==> src/sv/assert_macros.svh <==
// Assertion macros used by the chunked body decoder top level.
`ifndef ASSERT_MACROS_SVH
`define ASSERT_MACROS_SVH

// Property checked on every rising edge while out of reset.
`define ASSERT_CLK(lbl, clk, rst, prop, msg) \
  lbl: assert property (@(posedge clk) disable iff (rst) (prop)) else $error(msg);

// Implication checked on every rising edge while out of reset.
`define ASSERT_IMPLY(lbl, clk, rst, ante, cons, msg) \
  lbl: assert property (@(posedge clk) disable iff (rst) (ante) |-> (cons)) else $error(msg);

`endif

==> src/sv/chbd_pkg.sv <==
// Package: types and constants of the chunked body decoder.
`timescale 1ns / 1ps

package chbd_pkg;

  // Width of the chunk size accumulator and the remaining byte counter
  localparam int SIZE_WIDTH = 32;

  // Result queue geometry
  localparam int QDEPTH = 4;
  localparam int QAW    = $clog2(QDEPTH);
  localparam int QCW    = $clog2(QDEPTH + 1);

  // Characters of interest
  localparam logic [7:0] CH_CR  = 8'h0D;
  localparam logic [7:0] CH_LF  = 8'h0A;
  localparam logic [7:0] CH_SP  = 8'h20;
  localparam logic [7:0] CH_TAB = 8'h09;
  localparam logic [7:0] CH_VT  = 8'h0B;
  localparam logic [7:0] CH_FF  = 8'h0C;

  // Result kinds
  typedef enum logic [1:0] {
    K_PAYLOAD = 2'd0,
    K_FINAL   = 2'd1,
    K_BADSIZE = 2'd2,
    K_EARLY   = 2'd3
  } kind_t;

  // Decoder phases, one-hot
  typedef enum logic [5:0] {
    PH_SIZE  = 6'b000001,
    PH_LF    = 6'b000010,
    PH_DATA  = 6'b000100,
    PH_TRAIL = 6'b001000,
    PH_DONE  = 6'b010000,
    PH_ERROR = 6'b100000
  } phase_t;

  // One result
  typedef struct packed {
    kind_t      kind;
    logic [7:0] payload;
    logic       last;
  } res_t;

  // Results caused by one request: count 0..2, first in r0
  typedef struct packed {
    logic [1:0] cnt;
    res_t       r0;
    res_t       r1;
  } res_pair_t;

  // Queue status toward the top level
  typedef struct packed {
    logic [QCW-1:0] count;
    logic           room;
  } q_stat_t;

endpackage

==> src/sv/chbd_if.sv <==
// Interfaces: body byte channel and result channel.
`timescale 1ns / 1ps

interface chbd_in_if;
  logic       valid;
  logic       ready;
  logic [7:0] data_byte;
  logic       body_end;

  modport source (output valid, output data_byte, output body_end, input ready);
  modport sink (input valid, input data_byte, input body_end, output ready);
endinterface

interface chbd_out_if;
  logic       valid;
  logic       ready;
  logic [1:0] kind;
  logic [7:0] payload;
  logic       last;

  modport source (output valid, output kind, output payload, output last, input ready);
  modport sink (input valid, input kind, input payload, input last, output ready);
endinterface

==> src/sv/chbd_parser.sv <==
// Framing state machine: consumes one body byte per request, yields up to two results.
`timescale 1ns / 1ps

module chbd_parser (
  input  logic                 clk,
  input  logic                 rst,
  input  logic                 accept,
  input  logic [7:0]           data_byte,
  input  logic                 body_end,
  output chbd_pkg::res_pair_t  step
);

  localparam int W = chbd_pkg::SIZE_WIDTH;

  chbd_pkg::phase_t phase, phase_next;
  logic [W-1:0]     size_acc, size_acc_next;
  logic             digit_seen, digit_seen_next;
  logic             number_closed, number_closed_next;
  logic [W-1:0]     bytes_rem, bytes_rem_next;
  logic [1:0]       skip_count, skip_count_next;

  logic             hex_ok;
  logic [3:0]       hex_val;
  logic             blank;
  logic             e0;
  chbd_pkg::kind_t  e0_kind;
  logic [7:0]       e0_pay;
  logic             early;

  // Hex digit decode
  always_comb begin
    hex_ok  = 1'b1;
    hex_val = 4'd0;
    if (data_byte >= "0" && data_byte <= "9") begin
      hex_val = 4'(data_byte - "0");
    end else if (data_byte >= "a" && data_byte <= "f") begin
      hex_val = 4'(data_byte - "a" + 8'd10);
    end else if (data_byte >= "A" && data_byte <= "F") begin
      hex_val = 4'(data_byte - "A" + 8'd10);
    end else begin
      hex_ok = 1'b0;
    end
  end

  assign blank = (data_byte == chbd_pkg::CH_SP) || (data_byte == chbd_pkg::CH_TAB) ||
                 (data_byte == chbd_pkg::CH_LF) || (data_byte == chbd_pkg::CH_VT) ||
                 (data_byte == chbd_pkg::CH_FF);

  // Next state and results for the byte on the input
  always_comb begin
    phase_next         = phase;
    size_acc_next      = size_acc;
    digit_seen_next    = digit_seen;
    number_closed_next = number_closed;
    bytes_rem_next     = bytes_rem;
    skip_count_next    = skip_count;
    e0                 = 1'b0;
    e0_kind            = chbd_pkg::K_PAYLOAD;
    e0_pay             = 8'd0;

    case (phase)
      chbd_pkg::PH_SIZE: begin
        if (data_byte == chbd_pkg::CH_CR) begin
          if (!digit_seen) begin
            e0         = 1'b1;
            e0_kind    = chbd_pkg::K_BADSIZE;
            phase_next = chbd_pkg::PH_ERROR;
          end else if (size_acc == '0) begin
            e0         = 1'b1;
            e0_kind    = chbd_pkg::K_FINAL;
            phase_next = chbd_pkg::PH_DONE;
          end else begin
            bytes_rem_next = size_acc;
            phase_next     = chbd_pkg::PH_LF;
          end
        end else if (!number_closed) begin
          if (hex_ok) begin
            // top nibble set: one more digit would overflow
            if (size_acc[W-1:W-4] != 4'd0) begin
              e0         = 1'b1;
              e0_kind    = chbd_pkg::K_BADSIZE;
              phase_next = chbd_pkg::PH_ERROR;
            end else begin
              size_acc_next   = {size_acc[W-5:0], hex_val};
              digit_seen_next = 1'b1;
            end
          end else if (!(blank && !digit_seen)) begin
            number_closed_next = 1'b1;
          end
        end
      end
      chbd_pkg::PH_LF: begin
        phase_next = chbd_pkg::PH_DATA;
      end
      chbd_pkg::PH_DATA: begin
        e0             = 1'b1;
        e0_kind        = chbd_pkg::K_PAYLOAD;
        e0_pay         = data_byte;
        bytes_rem_next = bytes_rem - 1'b1;
        if (bytes_rem == W'(1)) begin
          phase_next      = chbd_pkg::PH_TRAIL;
          skip_count_next = 2'd2;
        end
      end
      chbd_pkg::PH_TRAIL: begin
        skip_count_next = skip_count - 2'd1;
        if (skip_count_next == 2'd0) begin
          phase_next         = chbd_pkg::PH_SIZE;
          size_acc_next      = '0;
          digit_seen_next    = 1'b0;
          number_closed_next = 1'b0;
        end
      end
      default: begin
      end
    endcase

    // End of body: flag an unfinished body, then back to the reset state
    early = body_end && (phase_next != chbd_pkg::PH_DONE) &&
            (phase_next != chbd_pkg::PH_ERROR);
    if (body_end) begin
      phase_next         = chbd_pkg::PH_SIZE;
      size_acc_next      = '0;
      digit_seen_next    = 1'b0;
      number_closed_next = 1'b0;
      bytes_rem_next     = '0;
      skip_count_next    = 2'd0;
    end
  end

  // Pack the results, last flag on the final one
  always_comb begin
    step.r0 = '{kind: chbd_pkg::K_EARLY, payload: 8'd0, last: 1'b1};
    step.r1 = '{kind: chbd_pkg::K_EARLY, payload: 8'd0, last: 1'b1};
    step.cnt = 2'd0;
    if (e0) begin
      step.r0  = '{kind: e0_kind, payload: e0_pay, last: !early};
      step.cnt = early ? 2'd2 : 2'd1;
    end else if (early) begin
      step.cnt = 2'd1;
    end
  end

  // State registers
  always_ff @(posedge clk) begin
    if (rst) begin
      phase         <= chbd_pkg::PH_SIZE;
      size_acc      <= '0;
      digit_seen    <= 1'b0;
      number_closed <= 1'b0;
      bytes_rem     <= '0;
      skip_count    <= 2'd0;
    end else if (accept) begin
      phase         <= phase_next;
      size_acc      <= size_acc_next;
      digit_seen    <= digit_seen_next;
      number_closed <= number_closed_next;
      bytes_rem     <= bytes_rem_next;
      skip_count    <= skip_count_next;
    end
  end

endmodule

==> src/sv/chbd_queue.sv <==
// Result queue: takes up to two results per cycle, delivers one per cycle while popped.
`timescale 1ns / 1ps

module chbd_queue (
  input  logic                clk,
  input  logic                rst,
  input  logic                push,
  input  chbd_pkg::res_pair_t step,
  input  logic                pop,
  output chbd_pkg::res_t      head,
  output chbd_pkg::q_stat_t   stat
);

  chbd_pkg::res_t             mem [chbd_pkg::QDEPTH];
  logic [chbd_pkg::QAW-1:0]   wr_ptr, rd_ptr;
  logic [chbd_pkg::QCW-1:0]   count, count_next;
  logic [chbd_pkg::QCW-1:0]   n_in;
  logic                       do_pop;

  assign n_in   = push ? chbd_pkg::QCW'(step.cnt) : '0;
  assign do_pop = pop && (count != '0);

  assign head       = mem[rd_ptr];
  assign stat.count = count;
  // room for a full pair of results
  assign stat.room  = (count <= chbd_pkg::QCW'(chbd_pkg::QDEPTH - 2));

  assign count_next = count + n_in - chbd_pkg::QCW'(do_pop);

  // Storage writes
  always_ff @(posedge clk) begin
    if (push && step.cnt != 2'd0) begin
      mem[wr_ptr] <= step.r0;
    end
    if (push && step.cnt == 2'd2) begin
      mem[wr_ptr + 1'b1] <= step.r1;
    end
  end

  // Pointers and fill count
  always_ff @(posedge clk) begin
    if (rst) begin
      wr_ptr <= '0;
      rd_ptr <= '0;
      count  <= '0;
    end else begin
      wr_ptr <= wr_ptr + chbd_pkg::QAW'(n_in);
      if (do_pop) begin
        rd_ptr <= rd_ptr + 1'b1;
      end
      count <= count_next;
    end
  end

endmodule

==> src/sv/http_chunked_body_decoder.sv <==
// Top level: HTTP/1.1 chunked transfer body decoder.
//
//   channel  dir  payload                       role
//   body     in   data_byte[7:0], body_end      raw body bytes, one per request
//   result   out  kind[1:0], payload[7:0], last decoded bytes and status results
//
// One body byte is accepted per cycle; its results enter a four-entry queue
// in the same cycle and leave one per cycle while result.ready is high, so a
// byte giving one result streams at one per cycle. A byte may give two results;
// input stalls only when the queue lacks room for two. Reset (rst, synchronous)
// returns the framing state to the start of a size line and empties the queue.
`timescale 1ns / 1ps
`include "assert_macros.svh"

module http_chunked_body_decoder (
  input  logic              clk,
  input  logic              rst,
  chbd_in_if.sink           body,
  chbd_out_if.source        result
);

  chbd_pkg::res_pair_t step;
  chbd_pkg::res_t      head;
  chbd_pkg::q_stat_t   stat;
  logic                accept;

  assign body.ready = stat.room;
  assign accept     = body.valid && body.ready;

  chbd_parser u_parser (
    .clk       (clk),
    .rst       (rst),
    .accept    (accept),
    .data_byte (body.data_byte),
    .body_end  (body.body_end),
    .step      (step)
  );

  chbd_queue u_queue (
    .clk  (clk),
    .rst  (rst),
    .push (accept),
    .step (step),
    .pop  (result.ready),
    .head (head),
    .stat (stat)
  );

  // Result port from queue head
  assign result.valid   = (stat.count != '0);
  assign result.kind    = head.kind;
  assign result.payload = head.payload;
  assign result.last    = head.last;

  // Checks
  `ASSERT_CLK(a_cnt_bound, clk, rst, stat.count <= chbd_pkg::QDEPTH, "queue count past depth")
  `ASSERT_IMPLY(a_accept_room, clk, rst, accept, stat.count <= chbd_pkg::QDEPTH - 2, "request taken without room")
  `ASSERT_IMPLY(a_pair_last, clk, rst, step.cnt == 2'd2, !step.r0.last && step.r1.last && step.r1.kind == chbd_pkg::K_EARLY, "bad result pair")
  `ASSERT_IMPLY(a_status_zero, clk, rst, result.valid && result.kind != chbd_pkg::K_PAYLOAD, result.payload == 8'd0, "status result carries data")

endmodule

==> src/flat_wrapper.sv <==
// flat-port wrapper written by rule: the top's interface ports become plain ports
module http_chunked_body_decoder_flat 
  (clk, rst, body_valid, body_data_byte, body_body_end, body_ready, result_valid, result_kind, result_payload, result_last, result_ready);
  chbd_in_if body_i ();
  chbd_out_if result_i ();
  input  logic clk;
  input  logic rst;
  input wire logic [$bits(body_i.valid)-1:0] body_valid;
  input wire logic [$bits(body_i.data_byte)-1:0] body_data_byte;
  input wire logic [$bits(body_i.body_end)-1:0] body_body_end;
  output wire logic [$bits(body_i.ready)-1:0] body_ready;
  output wire logic [$bits(result_i.valid)-1:0] result_valid;
  output wire logic [$bits(result_i.kind)-1:0] result_kind;
  output wire logic [$bits(result_i.payload)-1:0] result_payload;
  output wire logic [$bits(result_i.last)-1:0] result_last;
  input wire logic [$bits(result_i.ready)-1:0] result_ready;
  assign body_i.valid = body_valid;
  assign body_i.data_byte = body_data_byte;
  assign body_i.body_end = body_body_end;
  assign body_ready = body_i.ready;
  assign result_valid = result_i.valid;
  assign result_kind = result_i.kind;
  assign result_payload = result_i.payload;
  assign result_last = result_i.last;
  assign result_i.ready = result_ready;
  http_chunked_body_decoder u_core (.clk(clk), .rst(rst), .body(body_i), .result(result_i));
endmodule
==> config.mk <==
export PLATFORM = sky130hd
export DESIGN_NAME = http_chunked_body_decoder_flat
export DESIGN_NICKNAME = d
export VERILOG_FILES = /design/src/sv/chbd_pkg.sv /design/src/sv/chbd_if.sv /design/src/sv/chbd_parser.sv /design/src/sv/chbd_queue.sv /design/src/sv/http_chunked_body_decoder.sv /design/src/flat_wrapper.sv
export VERILOG_INCLUDE_DIRS = /design/src /design/src/sv
export SDC_FILE = /design/constraint.sdc
export NUM_CORES = 1
export LEC_CHECK = 0
export ABC_CLOCK_PERIOD_IN_PS = 5500
export BUFFER_PORTS_ARGS = -buffer_cell sky130_fd_sc_hd__buf_2
export CAP_MARGIN = 30
export CORE_UTILIZATION = 62
export DETAILED_ROUTE_END_ITERATION = 12
export GPL_TIMING_DRIVEN = 0
export HOLD_SLACK_MARGIN = 0.12
export PLACE_DENSITY = 0.8
export RECOVER_POWER = 100
export SLEW_MARGIN = 10
export SYNTH_ARGS = -nofsm -noshare
export SYNTH_HDL_FRONTEND = slang
export SYNTH_SLANG_ARGS = --single-unit
==> constraint.sdc <==
create_clock -name clk -period 5.5 [get_ports clk]
set_clock_uncertainty 0.2 [all_clocks]
set_input_delay 0.55 -clock clk [delete_from_list [all_inputs] [get_ports clk]]
set_output_delay 0.55 -clock clk [all_outputs]
set_load 0.1 [all_outputs]
# After elaboration in Yosys (flattened, before gate mapping)
# Memories as Yosys holds them, arrays and structs flattened. A register that Yosys moved wholly into a read port is not among the register bits.
# Cells that the tools add are included.
[word_totals]
reg_bits = 81
ram_bits = 44
input_bits = 13
output_inout_bits = 13
elab_cells = 150
memories = 1
[memory_table]
columns = ["memory", "depth", "word_bits", "rd", "rd_ports_with_merged_regs", "write_ports", "line_no", "source"]
rows = [
  ["u_core.u_queue.mem", 4, 11, 1, 1, 2, "chbd_queue.sv:14", "chbd_pkg::res_t mem [chbd_pkg::QDEPTH];"],
]
[classes]
add_sub_neg = 12
magnitude_cmp = 7
n_eq_ne = 23
n_mux = 70
n_reduce_logical = 28
[op_table]
columns = ["op", "count"]
rows = [
  ["2-to-1 mux 32 bit", 10],
  ["case mux 32 bit (2 select lines)", 2],
  ["2-to-1 mux 6 bit", 8],
  ["equality test 8 x 4 -> 1 bit (second input constant)", 5],
  ["equality test 32 x 1 -> 1 bit (second input constant)", 1],
  ["zero test 32 bit", 1],
  ["subtractor 32 x 1 -> 32 bit (second input constant)", 1],
  ["inequality test 3 bit (second input constant)", 9],
  ["2-to-1 mux 1 bit", 26],
  ["2-to-1 mux 2 bit", 13],
  ["case mux 6 bit (4 select lines)", 1],
  ["greater-or-equal comparator 8 x 7 -> 1 bit (second input constant)", 2],
  ["<= comparator 8 x 7 -> 1 bit (second input constant)", 2],
  ["2-to-1 mux 4 bit", 3],
  ["nonzero test 3 bit", 4],
  ["subtractor 4 x 1 -> 4 bit (second input constant)", 3],
  ["2-to-1 mux 11 bit", 1],
  ["logical AND 1 bit", 10],
  ["adder 4 bit (second input constant)", 2],
  ["equality test 8 x 6 -> 1 bit (second input constant)", 1],
  ["greater-or-equal comparator 8 x 6 -> 1 bit (second input constant)", 1],
  ["<= comparator 8 x 6 -> 1 bit (second input constant)", 1],
  ["2-to-1 mux 8 bit", 1],
  ["AND reduction 7 bit", 1],
  ["24 further kinds", 31],
]

# Longest topological paths before layout
# Gate-level depths: netlist of run 1.
[depth]
depth_word = 18
ltp_mapped = 19
mapped_depth_nobuf = 18

# Modules after synthesis
# A second synthesis of run 1 with hierarchy kept.
[hier_totals]
hier_cells = 684
hier_area_um2 = 7030.5
[by_module_without_submodules]
columns = ["mod", "n_inst", "cells_per_inst", "area_each_um2", "seq_area_each_um2"]
rows = [
  ["chbd_parser", 1, 522, 4307.9, 1481.4],
  ["chbd_queue", 1, 160, 2710.1, 1501.4],
  ["http_chunked_body_decoder", 1, 2, 12.5, 0.0],
]

# Worst setup path before layout of run 1
# Ideal clock, no wire load.
[synth_timing]
path_type = "input to register"
startpoint = "in body_data_byte[0]"
endpoint = "reg u_core.u_queue.count[2] (netlist name)"
setup_ns = 0.128
arrival_time_ns = 3.932
required_time_ns = 5.172
slack_ns = 1.241
stages = 19
n_path_buf = 1
path_cell_list = "clkbuf_1 -> inv_1 -> ha_1 -> o21bai_1 -> a2111oi_4 -> a31oi_2 -> o21a_1 -> and2_2 -> o41a_1 -> ha_1 -> nand2_1 -> ha_1 -> inv_1 -> ha_1 -> inv_1 -> fa_1 -> xnor2_1 -> xnor2_1 -> nor2_1"
[synth_via]
elab_chain_len = 17
word_cells_on_any_way = 31
cone_classes = "add/sub (2); order compare (6); eq/ne (3); mux (15); reduce/logical (5)"
[synth_rtl]
columns = ["item", "line_no", "source"]
rows = [
  ["from (decl)", "flat_wrapper.sv:9", "input wire logic [$bits(body_i.data_byte)-1:0] body_data_byte;"],
  ["greater-or-equal comparator 8 x 7 -> 1 bit or <= comparator 8 x 7 -> 1 bit (tied branches)", "chbd_parser.sv:38", "end else if (data_byte >= \"A\" && data_byte <= \"F\") begin"],
  ["logical AND 1 bit", "chbd_parser.sv:38", ""],
  ["2-to-1 mux 1 bit", "chbd_parser.sv:38", ""],
  ["2-to-1 mux 1 bit", "chbd_parser.sv:36", "end else if (data_byte >= \"a\" && data_byte <= \"f\") begin"],
  ["2-to-1 mux 1 bit", "chbd_parser.sv:34", "if (data_byte >= \"0\" && data_byte <= \"9\") begin"],
  ["2-to-1 mux 6 bit", "chbd_parser.sv:77", "if (hex_ok) begin"],
  ["2-to-1 mux 6 bit", "chbd_parser.sv:76", "end else if (!number_closed) begin"],
  ["2-to-1 mux 6 bit", "chbd_parser.sv:63", "if (data_byte == chbd_pkg::CH_CR) begin"],
  ["case mux 6 bit (4 select lines)", "chbd_parser.sv:61", "case (phase)"],
  ["inequality test 6 x 5 -> 1 bit", "chbd_parser.sv:119", "early = body_end && (phase_next != chbd_pkg::PH_DONE) &&"],
  ["logical AND 1 bit (2 in a row)", "chbd_parser.sv:119", ""],
  ["2-to-1 mux 1 bit or 2-to-1 mux 2 bit (tied branches)", "chbd_parser.sv:139, chbd_parser.sv:138", ""],
  ["2-to-1 mux 2 bit *", "chbd_parser.sv:136", "if (e0) begin"],
  ["2-to-1 mux 2 bit *", "chbd_queue.sv:20", "assign n_in = push ? chbd_pkg::QCW'(step.cnt) : '0;"],
  ["adder 3 bit *", "chbd_queue.sv:28", "assign count_next = count + n_in - chbd_pkg::QCW'(do_pop);"],
  ["subtractor 3 x 1 -> 3 bit *", "chbd_queue.sv:28", ""],
  ["to (signal assigned)", "chbd_queue.sv:51", "count <= count_next;"],
  ["to (decl)", "chbd_queue.sv:16", "logic [chbd_pkg::QCW-1:0] count, count_next;"],
]
# Mark *: on every way between the ends. The rest lies on a longest branch, timed or not.
# A chain may end at the register's enable or synchronous reset.

# Final worst setup path of run 1
[layout_timing]
startpoint = "in body_data_byte[4]"
endpoint = "reg u_core.u_queue.count[2] (netlist name)"
# The elaborated chain is that of the path after synthesis.

==> results.rst, run 1 <==
.. list-table::
   :header-rows: 1

   * - Metric
     - Value
   * - Most used flip-flop cell after synthesis
     - dfxtp_1
   * - Clock Pin Slew Worst Setup and Hold Paths
     - 0.06 ns
   * - Total number of H-tree levels
     - 4
   * - WHS Path Cells
     - 3
   * - Proportion of netlist area held by the largest area contributor
     - 37.8%
   * - Post-cts repair resize count
     - 0
   * - Core occupancy in the finished layout
     - 72.0%
   * - Via count of the first global-routing pass
     - 6070
   * - Slew Viols, Final
     - 0
   * - Number of diodes added for antenna fixing
     - 0
   * - Clock insertion delay at the later pin of the skew report
     - 0.55 ns
   * - Worst slew slack as a fraction of its limit
     - 22.3%
   * - Wl on met1
     - 8410 µm
   * - Critical Path Start
     - body_data_byte[4]
   * - Number of flip-flops and latches in the synthesized netlist
     - 127
   * - Post-Route Setup TNS
     - 0 ns
   * - Pre-CTS worst setup slack
     - 0.677 ns
   * - Pin count of the biggest net entering global routing
     - 17
   * - Fraction of final layout cells sized beyond drive strength 1
     - 9.16%
   * - Die ar.
     - 11300 µm²
   * - Cell row count
     - 37
   * - Die height
     - 106 µm
   * - Cells after synthesis
     - 801
   * - Leading cell types by total area after synthesis
     - dfxtp_1, nand2_1, a21oi_1
   * - Sinks on Clock Net
     - 127
   * - Nets
     - 876
   * - Portion of the post-synthesis area used by sequential elements
     - 37.8%
   * - Endpoint of the most critical setup path
     - u_core.u_queue.count[2]
   * - Maximum operating frequency
     - 212 MHz
   * - Power Dens Cells
     - 354 nW/µm²
   * - Netlist Area Pre-Place
     - 6720 µm²
   * - Root Buffer
     - clkbuf_8
   * - Cell variety after synth
     - 80
   * - DRC violations left
     - 0
   * - Required time of the worst setup path
     - 5.72 ns
   * - Net Count, Synth
     - 828
   * - Commonest non-fill, non-tap cell in the layout
     - nand2_1
   * - Area growth, synth to finish
     - 11.6%
   * - Final period demand of the worst path
     - 4.72 ns
   * - Number of enable flip-flop cells after synthesis
     - 0
   * - Routability congestion estimate
     - 0.939
   * - Length in cells of the worst reg-to-reg path
     - 16
   * - RSZ-0062 raised after global routing
     - no
   * - Starting DRT DRC Count
     - 850
   * - Slew at the pin closest to its max-slew limit
     - 1.17 ns
   * - Post-route worst setup slack
     - 0.784 ns
   * - Number of buffers created by CTS
     - 17
   * - Highest signal layer in the routed design
     - met4
   * - Via-to-Cell Ratio
     - 6.58
   * - Total wire length
     - 19800 µm
   * - Core region area
     - 10400 µm²
   * - Worst setup SP type
     - primary input
   * - Count of nets left with antenna violations after detail routing
     - 0
   * - Die width
     - 106 µm
   * - Count of buffers inserted at the top-level ports
     - 23
   * - Data arrival time of the worst path
     - 4.94 ns
   * - Bufs on Longest Clock Path
     - 2
   * - Total length of routed met3 wires
     - 1990 µm
   * - Final-report setup violation count
     - 0
   * - Result of the run
     - finished, final reports clean
   * - Source of the worst hold timing path
     - body_data_byte[7]
   * - Worst Path Max Fanout
     - 7
   * - Number of max-capacitance violations reported
     - 0
   * - Number of primary I/O pins
     - 26
   * - Effective utilization at floorplan
     - 64.5%
   * - Initial antenna violation count
     - 0
   * - Static leakage power
     - 2.73 nW
   * - Reg2Reg Launch Point
     - u_core.u_parser.size_acc[28]
   * - Count of endpoints failing hold in the final timing report
     - 0
   * - Kind of capture point of the worst setup path
     - flip-flop
   * - Post-Synthesis Mean Instance Area
     - 8.39 µm²
   * - Share of async-settable or async-resettable flops after synthesis
     - 0%
   * - R2r endpoint
     - u_core.u_queue.count[2]
   * - Worst setup path category
     - in -> reg
   * - Global-route wire length before repair
     - 31500 µm
   * - Overall via count from detail_route
     - 6569
   * - Ys Warns
     - 0
   * - Routed met2 length
     - 8870 µm
   * - Setup slack, reg-to-reg
     - 0.85 ns
   * - Worst min-delay path class
     - in -> reg
   * - Pre-antenna DRT Iters
     - 6
   * - Top library cells by usage in the layout, fill and taps aside
     - nand2_1, dfxtp_1, a21oi_1, clkbuf_1, nor2_1
   * - Post-route clock period utilization
     - 85.7%
   * - Global Route Usage Sum
     - 36.5%
   * - Worst VDD drop
     - 0.443 mV
   * - Biggest area consumer among synthesized cells
     - dfxtp_1
   * - Total half-perimeter wirelength after legalization and detailed placement
     - 13800 µm
   * - GRT Residual Overflow
     - 0
   * - CTS tree
     - done
   * - Avg WL per Cell
     - 19.8 µm
worst min-delay path by stage:
| stage | to | slack (ns) |
|---|---|---|
| global route | u_core.u_queue.mem[2][8] | 0.14 |
| detailed placement | u_core.u_queue.mem[2][5] | 0.25 |
| floorplan | u_core.u_parser.bytes_rem[21] | 0.22 |
| finish | u_core.u_queue.mem[2][8] | 0.14 |
| CTS | u_core.u_queue.mem[3][8] | 0.13 |
| global placement | u_core.u_queue.mem[0][5] | 0.24 |
report_power, final:
group / internal [mW] / switching, mW / total (mW)
combinational: 0.179 / 0.430 / 0.609
clock: 0.623 / 0.409 / 1.03
sequential: 0.975 / 0.0369 / 1.01
total: 1.78 / 0.876 / 2.65
per-stage QoR:
stage / area [µm²] / power [mW] / std cells / hold WS, ns
after floorplan: 6720 / 1.51 / 801 / 0.224
after global placement: 7010 / 1.62 / 960 / 0.239
after detailed placement: 7030 / 1.63 / 964 / 0.247
after CTS: 7570 / 2.65 / 997 / 0.130
after global routing: 7500 / 2.74 / 998 / 0.140
final: 7500 / 2.65 / 998 / 0.142
cells in the mapped netlist, types with 11 or more instances:
cell type    n
a21oi_1     75
clkbuf_1    41
dfxtp_1    127
ha_1        13
inv_1       20
mux2i_1     33
mux4_2      11
nand2_1    145
nand3_1     44
nor2_1      46
nor3_1      26
nor4_1      15
o21ai_0     13
registers in the layout, indices dropped and copies added, names as in the netlist, named ones only:
register                       flops
u_core.u_parser.digit_seen         1
u_core.u_queue.mem                44
u_core.u_parser.number_closed      1
u_core.u_queue.count               3
u_core.u_parser.skip_count         2
u_core.u_queue.rd_ptr              2
u_core.u_parser.bytes_rem         32
u_core.u_parser.size_acc          32
u_core.u_queue.wr_ptr              2
u_core.u_parser.phase              6
routing by layer:
layer | GRT usage [%] | vias up
met4 | 11.5 | 0
met3 | 8.89 | 52
met1 | 50.4 | 3119
met2 | 56.0 | 400
met5 | 0 | -
li1 | - | 2998
kinds of logic after synthesis:
group / count (synthesis) / share of synthesized area, %
flip-flops: 127 / 37.8
XOR/XNOR: 16 / 2.09
adder cells (fa/ha/maj): 14 / 2.72
multiplexers: 46 / 8.94
buffers and inverters: 76 / 4.71
AO/OA/AOI/OAI: 175 / 17.7
AND/OR/NAND/NOR: 347 / 26.0
cell type report:
type,count,area (µm²)
multi-input cells,598,3810
flip-flops and latches,127,2540
well taps,136,170
clock inverters,5,27.5
clock buffers,27,512
repair buffers,29,131
inverters,20,75.1
plain buffers,56,226
fillers,832,2920
repair_timing:
action	4_1_cts	5_1_grt
buffers inserted	0	0
endpoints found under the hold margin	2	0
hold buffers	1	0
worst max-delay path, cell delays in order:
cell           delay (ns)
dlygate4sd3_1        0.55
clkbuf_1             0.26
nand2_1              0.14
a2111oi_4            0.50
a31oi_1              0.27
o21a_1               0.30
o21ai_0              0.59
ha_1                 0.38
nand2_1              0.20
ha_1                 0.37
fa_1                 0.45
xnor2_1              0.18
xnor2_1              0.14
nor2_1               0.05
(Power assumes the default switching activity.)
==> inputs of run 2 (changes only) <==
Settings changed: CORE_UTILIZATION 62 to 64, CTS_BUF_LIST from default to sky130_fd_sc_hd__clkbuf_8, MAX_ROUTING_LAYER from default to met4, PLACE_DENSITY 0.8 to 0.82.
==> run 2 against run 1 <==
Clock-buffer cell count fell by 9. Total power fell by 4.3%. Non-clock buffer count fell by 2. Global-route usage rose by 1.0 points. Die area fell by 3.1%. Largest power group is now sequential cells. Worst setup slack got worse by 0.057 ns. Final cell count fell by 0.30%. Fmax fell by 1.2%. Sequential share of layout area rose by 0.41 points. Combinational power barely moved. Final area fell by 1.2%.
==> results.rst, run 2 (synthesized netlist as in run 1, its figures left out) <==
.. list-table::
   :header-rows: 1

   * - Metric
     - Value
   * - Result of the run
     - finished, final reports clean
   * - Pin count of the biggest net entering global routing
     - 17
   * - Starting DRT DRC Count
     - 747
   * - Root Buffer
     - clkbuf_8
   * - Number of primary I/O pins
     - 26
   * - Core region area
     - 10200 µm²
   * - Required time of the worst setup path
     - 5.64 ns
   * - Internal power contribution
     - 1.69 mW
   * - Data arrival time of the worst path
     - 4.91 ns
   * - DRC violations left
     - 0
   * - Global Route Usage Sum
     - 37.5%
   * - Die height
     - 104 µm
   * - Power share of the combinational group
     - 24.0%
   * - Post-Route Setup TNS
     - 0 ns
   * - Core occupancy in the finished layout
     - 72.4%
   * - Power Total
     - 2.54 mW
   * - Flip-flop count of the largest register, all copies and words added
     - 44
   * - Avg WL per Cell
     - 19.4 µm
   * - Reported net switching power
     - 843 µW
   * - Via count of the first global-routing pass
     - 6026
   * - Number of max-capacitance violations reported
     - 0
   * - Post-CTS setup buffers
     - 0
   * - Clock network power share
     - 36.3%
   * - Critical Path Start
     - u_core.u_parser.size_acc[29]
   * - Static leakage power
     - 2.69 nW
   * - Pre-CTS worst setup slack
     - 0.663 ns
   * - Worst setup path category
     - reg -> reg
   * - Switching fraction of total power
     - 33.2%
   * - Endpoint of the most critical setup path
     - u_core.u_queue.count[2]
   * - Number of buffers added to fix hold violations after cts
     - 0
   * - Pre-antenna DRT Iters
     - 5
   * - Post-route worst setup slack
     - 0.727 ns
   * - Post-route clock period utilization
     - 86.8%
   * - Worst VDD drop
     - 0.361 mV
   * - Worst min-delay path class
     - in -> reg
   * - Maximum operating frequency
     - 210 MHz
   * - Worst Path Max Fanout
     - 6
   * - Clock Pin Slew Worst Setup and Hold Paths
     - 0.08 ns
   * - Largest register by flop count
     - u_core.u_queue.mem
   * - RSZ-0062 raised after global routing
     - no
   * - Via-to-Cell Ratio
     - 6.52
   * - Length in cells of the worst reg-to-reg path
     - 12
   * - Nets
     - 874
   * - Kind of capture point of the worst setup path
     - flip-flop
   * - Number of buffers created by CTS
     - 17
   * - Commonest non-fill, non-tap cell in the layout
     - nand2_1
   * - Count of endpoints failing hold in the final timing report
     - 0
   * - Sinks on Clock Net
     - 127
   * - Number of diodes added for antenna fixing
     - 0
   * - Top Registers
     - u_core.u_queue.mem x44, u_core.u_parser.bytes_rem x32, u_core.u_parser.size_acc x32
   * - Final period demand of the worst path
     - 4.77 ns
   * - Fraction of final layout cells sized beyond drive strength 1
     - 9.55%
   * - Slew Viols, Final
     - 0
   * - Routability congestion estimate
     - 0.968
   * - Total half-perimeter wirelength after legalization and detailed placement
     - 13500 µm
   * - Effective utilization at floorplan
     - 65.7%
   * - Slew at the pin closest to its max-slew limit
     - 1.18 ns
   * - GRT Residual Overflow
     - 0
   * - Initial antenna violation count
     - 0
   * - Total wire length
     - 19300 µm
   * - Area growth, synth to finish
     - 10.2%
   * - Count of nets left with antenna violations after detail routing
     - 0
   * - Worst hold slack after final layout
     - 0.202 ns
   * - Clock insertion delay at the later pin of the skew report
     - 0.47 ns
   * - Setup slack, reg-to-reg
     - 0.73 ns
   * - Worst slew slack as a fraction of its limit
     - 21.8%
   * - Total number of H-tree levels
     - 4
   * - Count of buffers inserted at the top-level ports
     - 23
   * - R2r endpoint
     - u_core.u_queue.count[2]
   * - Part of the power in registers
     - 39.7%
   * - Reg2Reg Launch Point
     - u_core.u_parser.size_acc[29]
   * - CTS tree
     - done
   * - Die ar.
     - 10900 µm²
   * - Worst setup SP type
     - flip-flop
   * - Top library cells by usage in the layout, fill and taps aside
     - nand2_1, dfxtp_1, a21oi_1, clkbuf_1, nor2_1
   * - Cell row count
     - 37
   * - Post-cts repair resize count
     - 0
   * - Power Dens Cells
     - 343 nW/µm²
   * - Overall via count from detail_route
     - 6489
   * - Bufs on Longest Clock Path
     - 2
   * - Global-route wire length before repair
     - 31100 µm
   * - Final-report setup violation count
     - 0
   * - Die width
     - 104 µm
run 2: changes by cell type in the layout (fill, tap and decap cells not counted), sizes merged:
cell and delta:
inv +2, dlygate4sd3 -1, buf +1, clkinvlp +1
clkbuf -11, bufinv +5
run 2: power by group through the flow:
stage               combinational, mW  sequential [mW]  clock (mW)
floorplan                       0.493             1.02           0
global placement                0.589             1.02           0
detailed placement              0.605             1.03           0
CTS                             0.611             1.01       0.921
global route                    0.647             1.01       0.959
finish                          0.608             1.01       0.921
run 2: through the flow:
step                instance area, µm²  instances
floorplan                         6720        801
global placement                  7010        960
detailed placement                7020        963
CTS                               7460        994
global route                      7410        995
finish                            7410        995
run 2: final cells by class:
type / count / area, µm²
buffer: 56 / 226
clock buffer: 18 / 248
clock inverter: 13 / 196
fill: 817 / 2820
inverter: 20 / 75.1
multi-input combinational: 598 / 3830
sequential: 127 / 2540
tap: 136 / 170
timing repair buffer: 27 / 119
run 2: per-layer routing:
| metal | vias to the layer above | track usage, % | part of all wire [%] |
|---|---|---|---|
| met5 | - | - | 0 |
| met4 | 0 | 12.7 | 3.1 |
| met3 | 67 | 8.52 | 9.6 |
| met2 | 354 | 54.2 | 44 |
| met1 | 3075 | 51.6 | 44 |
| li1 | 2993 | - | - |
run 2: worst min path at each step:
stage | from | slack (ns) | end | cells past startpoint
floorplan | u_core.u_parser.bytes_rem[21] | 0.22 | u_core.u_parser.bytes_rem[21] | 1
global placement | u_core.u_queue.mem[0][5] | 0.24 | u_core.u_queue.mem[0][5] | 2
detailed placement | u_core.u_parser.bytes_rem[21] | 0.24 | u_core.u_parser.bytes_rem[21] | 1
CTS | body_data_byte[4] | 0.20 | u_core.u_queue.mem[0][5] | 3
global route | body_data_byte[4] | 0.21 | u_core.u_queue.mem[0][5] | 3
finish | body_data_byte[4] | 0.20 | u_core.u_queue.mem[2][5] | 3
run 2: critical path, cell delays in order (launching register included):
cell and delay [ns]:
dfxtp_1 0.35, nor4_1 0.90, nand4_1 0.48, nor2_1 0.31
o21ai_0 0.11, o21ai_0 0.54, ha_1 0.38, nand2_1 0.21
ha_1 0.36, fa_1 0.44, xnor2_1 0.18, xnor2_1 0.14
nor2_1 0.05
==> inputs of run 3 (changes only) <==
Settings changed: BUFFER_PORTS_ARGS -buffer_cell sky130_fd_sc_hd__buf_2 to default, CORE_UTILIZATION 64 to 65, DONT_BUFFER_PORTS from default to 1, PLACE_DENSITY 0.82 to 0.81.
==> run 3 against run 2 <==
Fmax up 2.4%. Critical path depth up 4. Largest power group unchanged. Die area down 1.5%. Critical path type unchanged.
==> results.rst, run 3 (synthesized netlist as in run 1, its figures left out) <==
.. list-table::
   :header-rows: 1

   * - Metric
     - Value
   * - Result of the run
     - finished, final reports clean
   * - Cell row count
     - 36
   * - Die height
     - 104 µm
   * - Slew at the pin closest to its max-slew limit
     - 1.15 ns
   * - Max stage delay on crit path
     - 0.77 ns
   * - Crit path buffers/inverters
     - 3
   * - Post-route clock period utilization
     - 84.7%
   * - Worst min-delay path class
     - in -> reg
   * - Global routing's busiest layer
     - met2
   * - Power Dens Cells
     - 330 nW/µm²
   * - Total number of H-tree levels
     - 4
   * - Bufs on Longest Clock Path
     - 2
   * - Root Buffer
     - clkbuf_8
   * - Avg WL per Cell
     - 20.3 µm
   * - Global-route wire length before repair
     - 32300 µm
   * - Routability congestion estimate
     - 0.996
   * - Data arrival time of the worst path
     - 4.78 ns
   * - Commonest non-fill, non-tap cell in the layout
     - nand2_1
   * - Crit path cell chain
     - nor4_1 > clkbuf_1 > nand4_1 > o2111ai_1 > nand2_1 > o41a_1 > ha_1 > nand2_1 > ha_1 > inv_1 > ha_1 > inv_1 > fa_1 > xnor2_1 > xnor2_1 > nor2_1
   * - Clock Pin Slew Worst Setup and Hold Paths
     - 0.07 ns
   * - Number of buffers created by CTS
     - 17
   * - Global-route track usage on met3
     - 10.4%
   * - Kind of capture point of the worst setup path
     - flip-flop
   * - Via count of the first global-routing pass
     - 6297
   * - Via-to-Cell Ratio
     - 6.62
   * - Worst setup path category
     - reg -> reg
   * - Largest register by flop count
     - u_core.u_queue.mem
   * - Die width
     - 104 µm
   * - Nets
     - 857
   * - Core region area
     - 9910 µm²
   * - Fill cell count
     - 753
   * - Count of nets left with antenna violations after detail routing
     - 0
   * - Number of diodes added for antenna fixing
     - 0
   * - Pin count of the biggest net entering global routing
     - 17
   * - Worst setup SP type
     - flip-flop
   * - Overall via count from detail_route
     - 6457
   * - GRT met1 Usage
     - 50.9%
   * - DRC violations left
     - 0
   * - Number of primary I/O pins
     - 26
   * - CTS tree
     - done
   * - Cell family contributing the most delay on the critical path
     - compound AO/OA/AOI/OAI gates
   * - Placed cells
     - 940
   * - Final-report setup violation count
     - 0
   * - Maximum operating frequency
     - 215 MHz
   * - Clock insertion delay at the later pin of the skew report
     - 0.45 ns
   * - Final Instance Count excl. Fillers
     - 975
   * - RSZ-0062 raised after global routing
     - no
   * - Pre-antenna DRT Iters
     - 8
   * - Count of endpoints failing hold in the final timing report
     - 0
   * - Top Registers
     - u_core.u_queue.mem x44, u_core.u_parser.bytes_rem x32, u_core.u_parser.size_acc x32
   * - Static leakage power
     - 2.64 nW
   * - Met2 GRT Util
     - 57.9%
   * - Number of max-capacitance violations reported
     - 0
   * - Final period demand of the worst path
     - 4.66 ns
   * - GRT Residual Overflow
     - 0
   * - Top library cells by usage in the layout, fill and taps aside
     - nand2_1, dfxtp_1, a21oi_1, clkbuf_1, nor2_1
   * - Flip-flop count of the largest register, all copies and words added
     - 44
   * - Initial antenna violation count
     - 0
   * - Fraction of final layout cells sized beyond drive strength 1
     - 8.43%
   * - Worst Path Max Fanout
     - 9
   * - Count of buffers inserted at the top-level ports
     - 0
   * - Total wire length
     - 19800 µm
   * - Slew Viols, Final
     - 0
   * - Worst slew slack as a fraction of its limit
     - 23.7%
   * - Required time of the worst setup path
     - 5.62 ns
   * - Sinks on Clock Net
     - 127
   * - Post-Route Setup TNS
     - 0 ns
   * - Worst path slowest cell
     - o2111ai_1
   * - Die ar.
     - 10700 µm²
   * - Starting DRT DRC Count
     - 652
   * - Total half-perimeter wirelength after legalization and detailed placement
     - 14100 µm
   * - Global Route Usage Sum
     - 39.4%
   * - Worst VDD drop
     - 0.477 mV
   * - Effective utilization at floorplan
     - 67.8%
   * - Area growth, synth to finish
     - 8.66%
   * - Worst hold slack after final layout
     - 0.198 ns
   * - Cell seen most often among critical-path stages
     - ha_1
[run 3: cell count changes in the layout (fill, tap and decap cells not counted), moves of 4 or more]
| cell | delta |
|---|---|
| buf_2 | -9 |
| bufinv_16 | -4 |
| clkbuf_1 | -13 |
| clkbuf_8 | +7 |
| dlygate4sd3_1 | +4 |
[run 3: power breakdown]
group	switching [mW]	leakage (nW)	internal, mW
Sequential	0.0365	1.03	0.974
Combinational	0.424	1.40	0.174
Clock	0.356	0.213	0.447
Total	0.817	2.64	1.59
[run 3: repair_timing]
item / CTS / global route
setup buffers: 0 / 0
endpoints found under the setup margin: 0 / 0
hold endpoints to repair: 13 / 0
gates resized for setup: 0 / 0
hold buffers: 4 / 0
[run 3: stage by stage]
step                power [mW]  util [%]  setup WS (ns)  instance area, µm²
global route              2.50      73.7          0.490                7300
floorplan                 1.51         -           1.24                6720
global placement          1.59      69.5          0.782                6890
finish                    2.41      73.7          0.839                7300
detailed placement        1.63      70.0          0.779                6930
CTS                       2.42      74.4           1.22                7370
[run 3: area by class of cell]
class,count,area [µm²],area share [%]
tap,133,166,2.28
sequential,127,2540,34.8
clock inverter,6,55.1,0.754
multi-input combinational,598,3820,52.4
inverter,20,75.1,1.03
clock buffer,25,344,4.71
buffer,56,226,3.10
timing repair buffer,10,68.8,0.942
[run 3: worst paths after layout]
path | from | to | slack [ns] | cells after the start
worst max register to register | u_core.u_parser.size_acc[28] | u_core.u_queue.count[2] | 0.84 | 16
worst min-delay path | rst | u_core.u_parser.bytes_rem[16] | 0.20 | 2
worst min register to register | u_core.u_queue.mem[1][5] | u_core.u_queue.mem[1][5] | 0.26 | 2
worst max-delay path | u_core.u_parser.size_acc[28] | u_core.u_queue.count[2] | 0.84 | 16
[run 3: routing by layer]
metal / vias up / routed length (µm)
li1: 2955 / -
met1: 3027 / 8260
met2: 409 / 8660
met3: 66 / 2270
met4: 0 / 616
met5: - / 0
[run 3: worst register-to-register path, delay by kind of cell (launching register included)]
| kind | cells | cell delay, ns |
|---|---|---|
| AO/OA/AOI/OAI | 2 | 1.17 |
| XOR/XNOR | 2 | 0.35 |
| buffers and inverters | 3 | 0.44 |
| adder cells (fa/ha/maj) | 4 | 1.10 |
| AND/OR/NAND/NOR | 5 | 0.95 |
| flip-flops | 1 | 0.32 |
